## src/design/thc_pkg.sv

```systemverilog
// Shared types, codes and constants for the twelve-hour clock block.
// Holds the mode codes, register indexes, reset values and segment decoder.
// No dependencies.
package thc_pkg;

  localparam logic [1:0] MODE_RUN  = 2'd0;
  localparam logic [1:0] MODE_HOUR = 2'd1;
  localparam logic [1:0] MODE_MIN  = 2'd2;

  localparam logic [1:0] CFG_TICKS_PER_MINUTE = 2'd0;
  localparam logic [1:0] CFG_IDLE_TIMEOUT     = 2'd1;
  localparam logic [1:0] CFG_PRESSES_TO_SET   = 2'd2;

  localparam logic [7:0] TICKS_PER_MINUTE_RST = 8'd240;
  localparam logic [7:0] IDLE_TIMEOUT_RST     = 8'd80;
  localparam logic [1:0] PRESSES_TO_SET_RST   = 2'd3;

  localparam logic [3:0] HOUR_RST     = 4'd12;
  localparam logic [6:0] SEG_DIGIT0   = 7'h7E;
  localparam logic [6:0] SEG_DIGIT2   = 7'h6D;
  localparam logic [6:0] SEG_BLANK    = 7'h00;

  typedef struct packed {
    logic [7:0] ticks_per_minute;
    logic [7:0] idle_timeout;
    logic [1:0] presses_to_set;
  } thc_cfg_t;

  typedef struct packed {
    logic [3:0] minute_ones;
    logic [2:0] minute_tens;
    logic [3:0] hour_value;
    logic [1:0] mode;
    logic [6:0] minute_ones_segs;
    logic [6:0] minute_tens_segs;
    logic       hour_tens_on;
    logic [6:0] hour_ones_segs;
  } thc_result_t;

  function automatic logic [6:0] seg7(input logic [3:0] digit);
    logic [6:0] pat;
    case (digit)
      4'd0: pat = 7'h7E;
      4'd1: pat = 7'h30;
      4'd2: pat = 7'h6D;
      4'd3: pat = 7'h79;
      4'd4: pat = 7'h33;
      4'd5: pat = 7'h5B;
      4'd6: pat = 7'h5F;
      4'd7: pat = 7'h70;
      4'd8: pat = 7'h7F;
      4'd9: pat = 7'h7B;
      default: pat = SEG_BLANK;
    endcase
    return pat;
  endfunction

endpackage

```

## src/design/thc_cfg.sv

```systemverilog
// Configuration register file of the twelve-hour clock.
// Depends on thc_pkg for register indexes, reset values and thc_cfg_t.
module thc_cfg (
  input  logic               clk,
  input  logic               rst,
  input  logic               wr_en,
  input  logic [1:0]         wr_index,
  input  logic [7:0]         wr_data,
  output thc_pkg::thc_cfg_t  cfg
);
  import thc_pkg::*;

  always_ff @(posedge clk) begin
    if (rst) begin
      cfg.ticks_per_minute <= TICKS_PER_MINUTE_RST;
      cfg.idle_timeout     <= IDLE_TIMEOUT_RST;
      cfg.presses_to_set   <= PRESSES_TO_SET_RST;
    end else if (wr_en) begin
      case (wr_index)
        CFG_TICKS_PER_MINUTE: cfg.ticks_per_minute <= wr_data;
        CFG_IDLE_TIMEOUT:     cfg.idle_timeout     <= wr_data;
        CFG_PRESSES_TO_SET:   cfg.presses_to_set   <= wr_data[1:0];
        default: ;
      endcase
    end
  end

endmodule

```

## src/design/thc_core.sv

```systemverilog
// Per-tick clock state and its single-pass update logic.
// Depends on thc_pkg for codes, reset values, seg7 and the cfg/result structs.
module thc_core (
  input  logic                  clk,
  input  logic                  rst,
  input  logic                  step,
  input  logic                  left_level,
  input  logic                  right_level,
  input  thc_pkg::thc_cfg_t     cfg,
  output thc_pkg::thc_result_t  result
);
  import thc_pkg::*;

  logic       prev_left, prev_right, blink_phase;
  logic [7:0] tick_count, idle_count;
  logic [1:0] left_press_count, clock_mode;
  logic [3:0] hour_reg, min_ones_reg;
  logic [2:0] min_tens_reg;
  logic [6:0] disp_hour_ones, disp_min_tens, disp_min_ones;
  logic       disp_hour_tens;

  logic       blink_phase_next;
  logic [7:0] tick_count_next, idle_count_next;
  logic [1:0] left_press_count_next, clock_mode_next;
  logic [3:0] hour_reg_next, min_ones_reg_next;
  logic [2:0] min_tens_reg_next;
  logic [6:0] disp_hour_ones_next, disp_min_tens_next, disp_min_ones_next;
  logic       disp_hour_tens_next;

  logic       left_press, right_press;
  logic [8:0] idle_sum, tick_sum;
  logic [3:0] hour_inc, ones_inc;
  logic [2:0] tens_inc;
  logic       min_wrap;

  assign left_press  = !left_level && prev_left;
  assign right_press = !right_level && prev_right;
  assign idle_sum    = {1'b0, idle_count} + 9'd1;
  assign tick_sum    = {1'b0, tick_count} + 9'd1;
  assign hour_inc    = (hour_reg >= 4'd12) ? 4'd1 : hour_reg + 4'd1;

  always_comb begin
    ones_inc = min_ones_reg + 4'd1;
    tens_inc = min_tens_reg;
    min_wrap = 1'b0;
    if (min_ones_reg >= 4'd9) begin
      ones_inc = 4'd0;
      if (min_tens_reg >= 3'd5) begin
        tens_inc = 3'd0;
        min_wrap = 1'b1;
      end else begin
        tens_inc = min_tens_reg + 3'd1;
      end
    end
  end

  always_comb begin
    blink_phase_next      = ~blink_phase;
    tick_count_next       = tick_count;
    idle_count_next       = idle_count;
    left_press_count_next = left_press_count;
    clock_mode_next       = clock_mode;
    hour_reg_next         = hour_reg;
    min_tens_reg_next     = min_tens_reg;
    min_ones_reg_next     = min_ones_reg;
    disp_hour_ones_next   = disp_hour_ones;
    disp_hour_tens_next   = disp_hour_tens;
    disp_min_tens_next    = disp_min_tens;
    disp_min_ones_next    = disp_min_ones;

    if (!left_press && !right_press) begin
      if (idle_sum >= {1'b0, cfg.idle_timeout}) begin
        clock_mode_next       = MODE_RUN;
        left_press_count_next = 2'd0;
        idle_count_next       = cfg.idle_timeout;
        disp_min_ones_next    = seg7(min_ones_reg);
        disp_min_tens_next    = seg7({1'b0, min_tens_reg});
        disp_hour_tens_next   = (hour_reg >= 4'd10);
        disp_hour_ones_next   = seg7((hour_reg >= 4'd10) ? hour_reg - 4'd10 : hour_reg);
      end else begin
        idle_count_next = idle_sum[7:0];
      end
    end
    if (left_press) begin
      if (left_press_count != 2'd3) left_press_count_next = left_press_count + 2'd1;
      idle_count_next = 8'd0;
    end
    if (right_press) idle_count_next = 8'd0;

    case (clock_mode_next)
      MODE_RUN: begin
        if (left_press_count_next >= cfg.presses_to_set) begin
          clock_mode_next = MODE_HOUR;
          tick_count_next = 8'd0;
        end else if (tick_sum >= {1'b0, cfg.ticks_per_minute}) begin
          tick_count_next   = 8'd0;
          min_ones_reg_next = ones_inc;
          min_tens_reg_next = tens_inc;
          if (min_wrap) hour_reg_next = hour_inc;
          disp_min_ones_next  = seg7(ones_inc);
          disp_min_tens_next  = seg7({1'b0, tens_inc});
          disp_hour_tens_next = (hour_reg_next >= 4'd10);
          disp_hour_ones_next = seg7((hour_reg_next >= 4'd10) ?
                                     hour_reg_next - 4'd10 : hour_reg_next);
        end else begin
          tick_count_next = tick_sum[7:0];
        end
      end
      MODE_HOUR: begin
        if (right_press) begin
          clock_mode_next  = MODE_MIN;
          blink_phase_next = 1'b1;
        end else if (left_press) begin
          hour_reg_next = hour_inc;
        end
        if (blink_phase_next) begin
          disp_hour_tens_next = (hour_reg_next >= 4'd10);
          disp_hour_ones_next = seg7((hour_reg_next >= 4'd10) ?
                                     hour_reg_next - 4'd10 : hour_reg_next);
        end else begin
          disp_hour_ones_next = SEG_BLANK;
          disp_hour_tens_next = 1'b0;
        end
      end
      MODE_MIN: begin
        if (right_press) begin
          blink_phase_next      = 1'b1;
          clock_mode_next       = MODE_RUN;
          left_press_count_next = 2'd0;
        end else if (left_press) begin
          min_ones_reg_next = ones_inc;
          min_tens_reg_next = tens_inc;
        end
        if (blink_phase_next) begin
          disp_min_ones_next = seg7(min_ones_reg_next);
          disp_min_tens_next = seg7({1'b0, min_tens_reg_next});
        end else begin
          disp_min_ones_next = SEG_BLANK;
          disp_min_tens_next = SEG_BLANK;
        end
      end
      default: ;
    endcase
  end

  always_ff @(posedge clk) begin
    if (rst) begin
      prev_left        <= 1'b0;
      prev_right       <= 1'b0;
      blink_phase      <= 1'b0;
      tick_count       <= 8'd0;
      idle_count       <= 8'd0;
      left_press_count <= 2'd0;
      clock_mode       <= MODE_RUN;
      hour_reg         <= HOUR_RST;
      min_tens_reg     <= 3'd0;
      min_ones_reg     <= 4'd0;
      disp_hour_ones   <= SEG_DIGIT2;
      disp_hour_tens   <= 1'b1;
      disp_min_tens    <= SEG_DIGIT0;
      disp_min_ones    <= SEG_DIGIT0;
    end else if (step) begin
      prev_left        <= left_level;
      prev_right       <= right_level;
      blink_phase      <= blink_phase_next;
      tick_count       <= tick_count_next;
      idle_count       <= idle_count_next;
      left_press_count <= left_press_count_next;
      clock_mode       <= clock_mode_next;
      hour_reg         <= hour_reg_next;
      min_tens_reg     <= min_tens_reg_next;
      min_ones_reg     <= min_ones_reg_next;
      disp_hour_ones   <= disp_hour_ones_next;
      disp_hour_tens   <= disp_hour_tens_next;
      disp_min_tens    <= disp_min_tens_next;
      disp_min_ones    <= disp_min_ones_next;
    end
  end

  assign result.hour_ones_segs   = disp_hour_ones_next;
  assign result.hour_tens_on     = disp_hour_tens_next;
  assign result.minute_tens_segs = disp_min_tens_next;
  assign result.minute_ones_segs = disp_min_ones_next;
  assign result.mode             = clock_mode_next;
  assign result.hour_value       = hour_reg_next;
  assign result.minute_tens      = min_tens_reg_next;
  assign result.minute_ones      = min_ones_reg_next;

endmodule

```

## src/design/twelve_hour_clock_with_button_set_top.sv

```systemverilog
// Top level of the twelve-hour clock: input register, clock core, result register.
// Depends on thc_pkg, thc_cfg and thc_core.
//
//   channel  | direction | signals                        | content
//   s_axis   | in        | s_tvalid s_tready s_tdata[7:0] | one tick with two button levels
//   m_axis   | out       | m_tvalid m_tready m_tdata[39:0]| display patterns and time
//   cfg      | in        | cfg_valid cfg_ready cfg_index  | register writes, always ready
//
// One tick per cycle sustained while m_tready stays high; a tick's result reaches m_tdata:
// the input register loads at the transfer, the core update loads the result register at fire.
// Reset clears both valid flags and loads 12:00 in run mode with default registers.
// A stall on m_tready holds the result register and backs up into the input register.
module twelve_hour_clock_with_button_set_top (
  input  logic        clk,
  input  logic        rst,
  input  logic        s_tvalid,
  output logic        s_tready,
  input  logic [7:0]  s_tdata,   // [0] left_level, [1] right_level, [7:2] zero
  output logic        m_tvalid,
  input  logic        m_tready,
  output logic [39:0] m_tdata,   // [6:0] hour_ones_segs, [7] hour_tens_on,
                                 // [14:8] minute_tens_segs, [21:15] minute_ones_segs,
                                 // [23:22] mode, [27:24] hour_value,
                                 // [30:28] minute_tens, [34:31] minute_ones, [39:35] zero
  input  logic        cfg_valid,
  output logic        cfg_ready,
  input  logic [1:0]  cfg_index,
  input  logic [7:0]  cfg_data
);
  import thc_pkg::*;

  logic        in_valid;
  logic        in_left, in_right;
  logic        fire;
  thc_cfg_t    cfg;
  thc_result_t result;

  assign fire      = in_valid && (!m_tvalid || m_tready);
  assign s_tready  = !in_valid || fire;
  assign cfg_ready = 1'b1;

  always_ff @(posedge clk) begin
    if (rst) begin
      in_valid <= 1'b0;
    end else if (s_tready) begin
      in_valid <= s_tvalid;
    end
  end

  always_ff @(posedge clk) begin
    if (s_tready && s_tvalid) begin
      in_left  <= s_tdata[0];
      in_right <= s_tdata[1];
    end
  end

  thc_cfg u_cfg (
    .clk      (clk),
    .rst      (rst),
    .wr_en    (cfg_valid && cfg_ready),
    .wr_index (cfg_index),
    .wr_data  (cfg_data),
    .cfg      (cfg)
  );

  thc_core u_core (
    .clk         (clk),
    .rst         (rst),
    .step        (fire),
    .left_level  (in_left),
    .right_level (in_right),
    .cfg         (cfg),
    .result      (result)
  );

  always_ff @(posedge clk) begin
    if (rst) begin
      m_tvalid <= 1'b0;
    end else if (fire) begin
      m_tvalid <= 1'b1;
    end else if (m_tready) begin
      m_tvalid <= 1'b0;
    end
  end

  always_ff @(posedge clk) begin
    if (fire) begin
      m_tdata <= {5'd0, result};
    end
  end

endmodule

```

## config.mk

```make
export PLATFORM = sky130hd
export DESIGN_NAME = twelve_hour_clock_with_button_set_top
export DESIGN_NICKNAME = d
export VERILOG_FILES = /design/src/design/thc_pkg.sv /design/src/design/thc_cfg.sv /design/src/design/thc_core.sv /design/src/design/twelve_hour_clock_with_button_set_top.sv
export SDC_FILE = /design/constraint.sdc
export NUM_CORES = 1
export LEC_CHECK = 0
export BUFFER_PORTS_ARGS = -buffer_cell sky130_fd_sc_hd__buf_4
export CORE_ASPECT_RATIO = 0.7
export CORE_MARGIN = 2
export CORE_UTILIZATION = 65
export DETAILED_ROUTE_END_ITERATION = 8
export GPL_ROUTABILITY_DRIVEN = 0
export MAX_ROUTING_LAYER = met4
export PLACE_DENSITY_LB_ADDON = 0.12
export REMOVE_ABC_BUFFERS = 1
export SYNTH_ARGS = -nofsm -noshare
export SYNTH_HDL_FRONTEND = slang
export SYNTH_HIERARCHICAL = 1
export SYNTH_SLANG_ARGS = --single-unit
```

## constraint.sdc

```tcl
create_clock -name clk -period 15.54 [get_ports clk]
set_input_delay 3.108 -clock clk [delete_from_list [all_inputs] [get_ports clk]]
set_output_delay 3.108 -clock clk [all_outputs]
set_load 0.02 [all_outputs]
```

==> impl_metrics.py <==
metrics = {
    "synthesis": {
        "yosysWarnings": 6,
        "ys.flop_type": "dfxtp_1",
        "synth_edf_count": 37,
        "synth-async-reset-ratio": 0,
        "synth_top_area_share": 0.2067,
        "synth_area_um2": 8717,
        "syn_avg_cell_area_um2": 8.496,
        "yosysUniqueCellTypes": 84,
        "yosysSeqAreaShare": 0.3341,
        "yosys_register_bits": 127,
        "synth.area.top_cells": "dfxtp_1, edfxtp_1, ha_1",
        "syn_inst": 1026,
        "synth_top_area_cell": "dfxtp_1",
    },
    "placement": {
        "portBuffers": 53,
        "dp_hpwl_um": 14780,
        "placed_area_um2": 9116,
        "preCtsSetupSlack_ns": 8.894,
    },
    "floorplanning": {
        "die_x_um": 142.4,
        "core_region_area_um2": 13140,
        "fp.dieH_um": 100.9,
        "die-area_um2": 14370,
        "core.rowCount": 35,
        "initial_core_util": 0.6635,
        "io_pins": 66,
    },
    "power": {
        "p_leak_uw": 0.004045,
        "vdd_drop_max_mv": 0.07103,
        "p_per_area_nw_per_um2": 84.81,
    },
    "worst_setup_path": {
        "crit_buf_inv": 2,
        "cp.arrival_ns": 3.54,
        "cp_common_cell": "buf_4",
        "crit_type": "in -> out",
        "path_delay_family": "buffers and inverters",
        "crit_required_ns": 12.43,
        "start_kind": "input port",
        "crit_path_max_fanout": 3,
        "ff2ff_setup_slack_ns": 9.70,
        "cp_slowest_cell": "buf_4",
        "cpPeakStageDelay_ns": 0.16,
        "end_kind": "primary output",
        "crit_chain": "buf_4 -> nand3b_4 -> buf_4",
    },
    "clock_network": {
        "cts_resized": 0,
        "cts_htree_levels": 4,
        "clockRootBuffer": "clkbuf_16",
        "tritoncts": "built",
        "clock-sinks": 127,
        "cts-hold-fix-buffers": 0,
        "clk_pin_slew_ns": 0.06,
        "clock_latency_ns": 0.42,
        "clockBufferDepth": 2,
        "post-cts-setup-buffers": 0,
        "numCtsBuffers": 17,
    },
    "finish": {
        "layout.nets": 1154,
        "area_growth_pct": 11.22,
        "finalInstanceArea_um2": 9696,
        "drive_above_1_share": 0.1175,
        "antenna_cells": 0,
    },
    "drt": {
        "via_per_inst": 6.298,
        "top_layer": "met4",
        "wl_per_cell_um": 17.55,
        "vias": 7746,
        "route.met3.wl_um": 1874,
        "wl_um": 21590,
        "wl_met2_um": 9072,
        "dr.pass1.iters": 6,
        "wl_met1_um": 10270,
        "ant_nets": 0,
        "drtIter0Drc": 856,
        "drc": 0,
    },
    "timing": {
        "slew_viol_final": 0,
        "min_period_ns": 6.645,
        "setup-violations-final": 0,
        "skew_ns": 0.009482,
        "slew_headroom": 0.3571,
        "fin_setup_tns_ns": 0,
        "max_freq_mhz": 150.5,
        "worst_slack_ns": 8.895,
        "post-route-period-util": 0.4276,
        "rsz0062_at_grt": "false",
        "tightest_slew_ns": 0.9630,
        "hold_viol": 0,
    },
    "status": {
        "status": "completed",
    },
    "worst_hold_path": {
        "min_path_type": "reg -> reg",
    },
    "grt": {
        "grt_pass1_wl_um": 34660,
        "grt_usage": 0.3148,
        "grt_start_max_net_pins": 56,
        "antenna_found_initial": 0,
        "grt_pass1_vias": 6841,
        "overflow": 0,
    },
    "job": {
        "drv_cap": 0,
    },
}
## final cells by class
class,instances,area [µm²]
Clock buffer,22,508.0
Clock inverter,10,71.32
Fill cell,1011,3442
Inverter,61,229.0
Multi-Input combinational cell,780,5286
Sequential cell,127,2913
Tap cell,166,207.7
Timing Repair Buffer,64,480.5
## Yosys cell counts (15+ instances only)
cell type  instances
clkbuf_1          33
edfxtp_1          37
nand2b_1          27
a2bb2oi_1         15
dfxtp_1           90
ha_1              80
nand2_1           78
nand3_1           31
a21oi_1           80
o21ai_0           49
mux2i_1           50
nor2_1           129
inv_1             59
## through the flow
step | hold WS (ns) | power [µW] | instances | util
final | 0.4756 | 822.3 | 1230 | 0.7380
after global routing | 0.4896 | 850.2 | 1230 | 0.7380
after CTS | 0.4772 | 825.6 | 1230 | 0.7380
after detailed placement | 0.4620 | 440.8 | 1198 | 0.6939
after global placement | 0.4542 | 439.2 | 1198 | 0.6939
after floorplan | 0.4395 | 414.6 | 968 | -
## cell usage in the layout, fill, tap and decap left out, drive strengths merged, types with 12 or more instances in the layout
cell type and count:
edfxtp 37, nor2 130, dfxtp 90, nand3 31, inv 63, o211ai 13
nand2 78, clkbuf 22, nand2b 27, o31ai 13, o21ai 55, mux2i 50
nor3 12, a2bb2oi 15, buf 64, nor2b 13, ha 80, a21oi 81
## power breakdown
group | switching (µW) | internal [µW] | total, µW
clock | 153 | 233 | 386
sequential | 5.88 | 349 | 354
combinational | 51.0 | 30.5 | 81.5
total | 210 | 612 | 822
## worst min-delay path: cells and delay by family (launching register included)
family | cells | cell delay (ns)
DFF | 1 | 0.31
and+or+nand+nor | 1 | 0.06
muxes | 1 | 0.06
## path summary, 6_finish.rpt
path	depth (start not counted)	start	endpoint
worst max-delay path	3	m_tready	s_tready
worst min register to register	2	u_cfg/cfg[5]	u_cfg/cfg[5]
worst max register to register	23	u_core/idle_count[0]	flip-flop
worst min-delay path	2	u_cfg/cfg[5]	u_cfg/cfg[5]
## cell families after synthesis
kind of cell	share of synthesized area
xor+xnor	0.01306
mux	0.06301
buf+inv	0.06201
simple gates	0.1853
compound gates	0.2268
other cells	0.0008615
fa+ha+maj	0.1148
flops	0.3341
## metal layers
metal  GRT usage  vias to the layer above
met5           -                        -
met4     0.09368                        0
met3     0.05463                       43
met2      0.4575                      385
met1      0.4502                     3616
li1            -                     3702
Power figures use the tool's default switching activity.
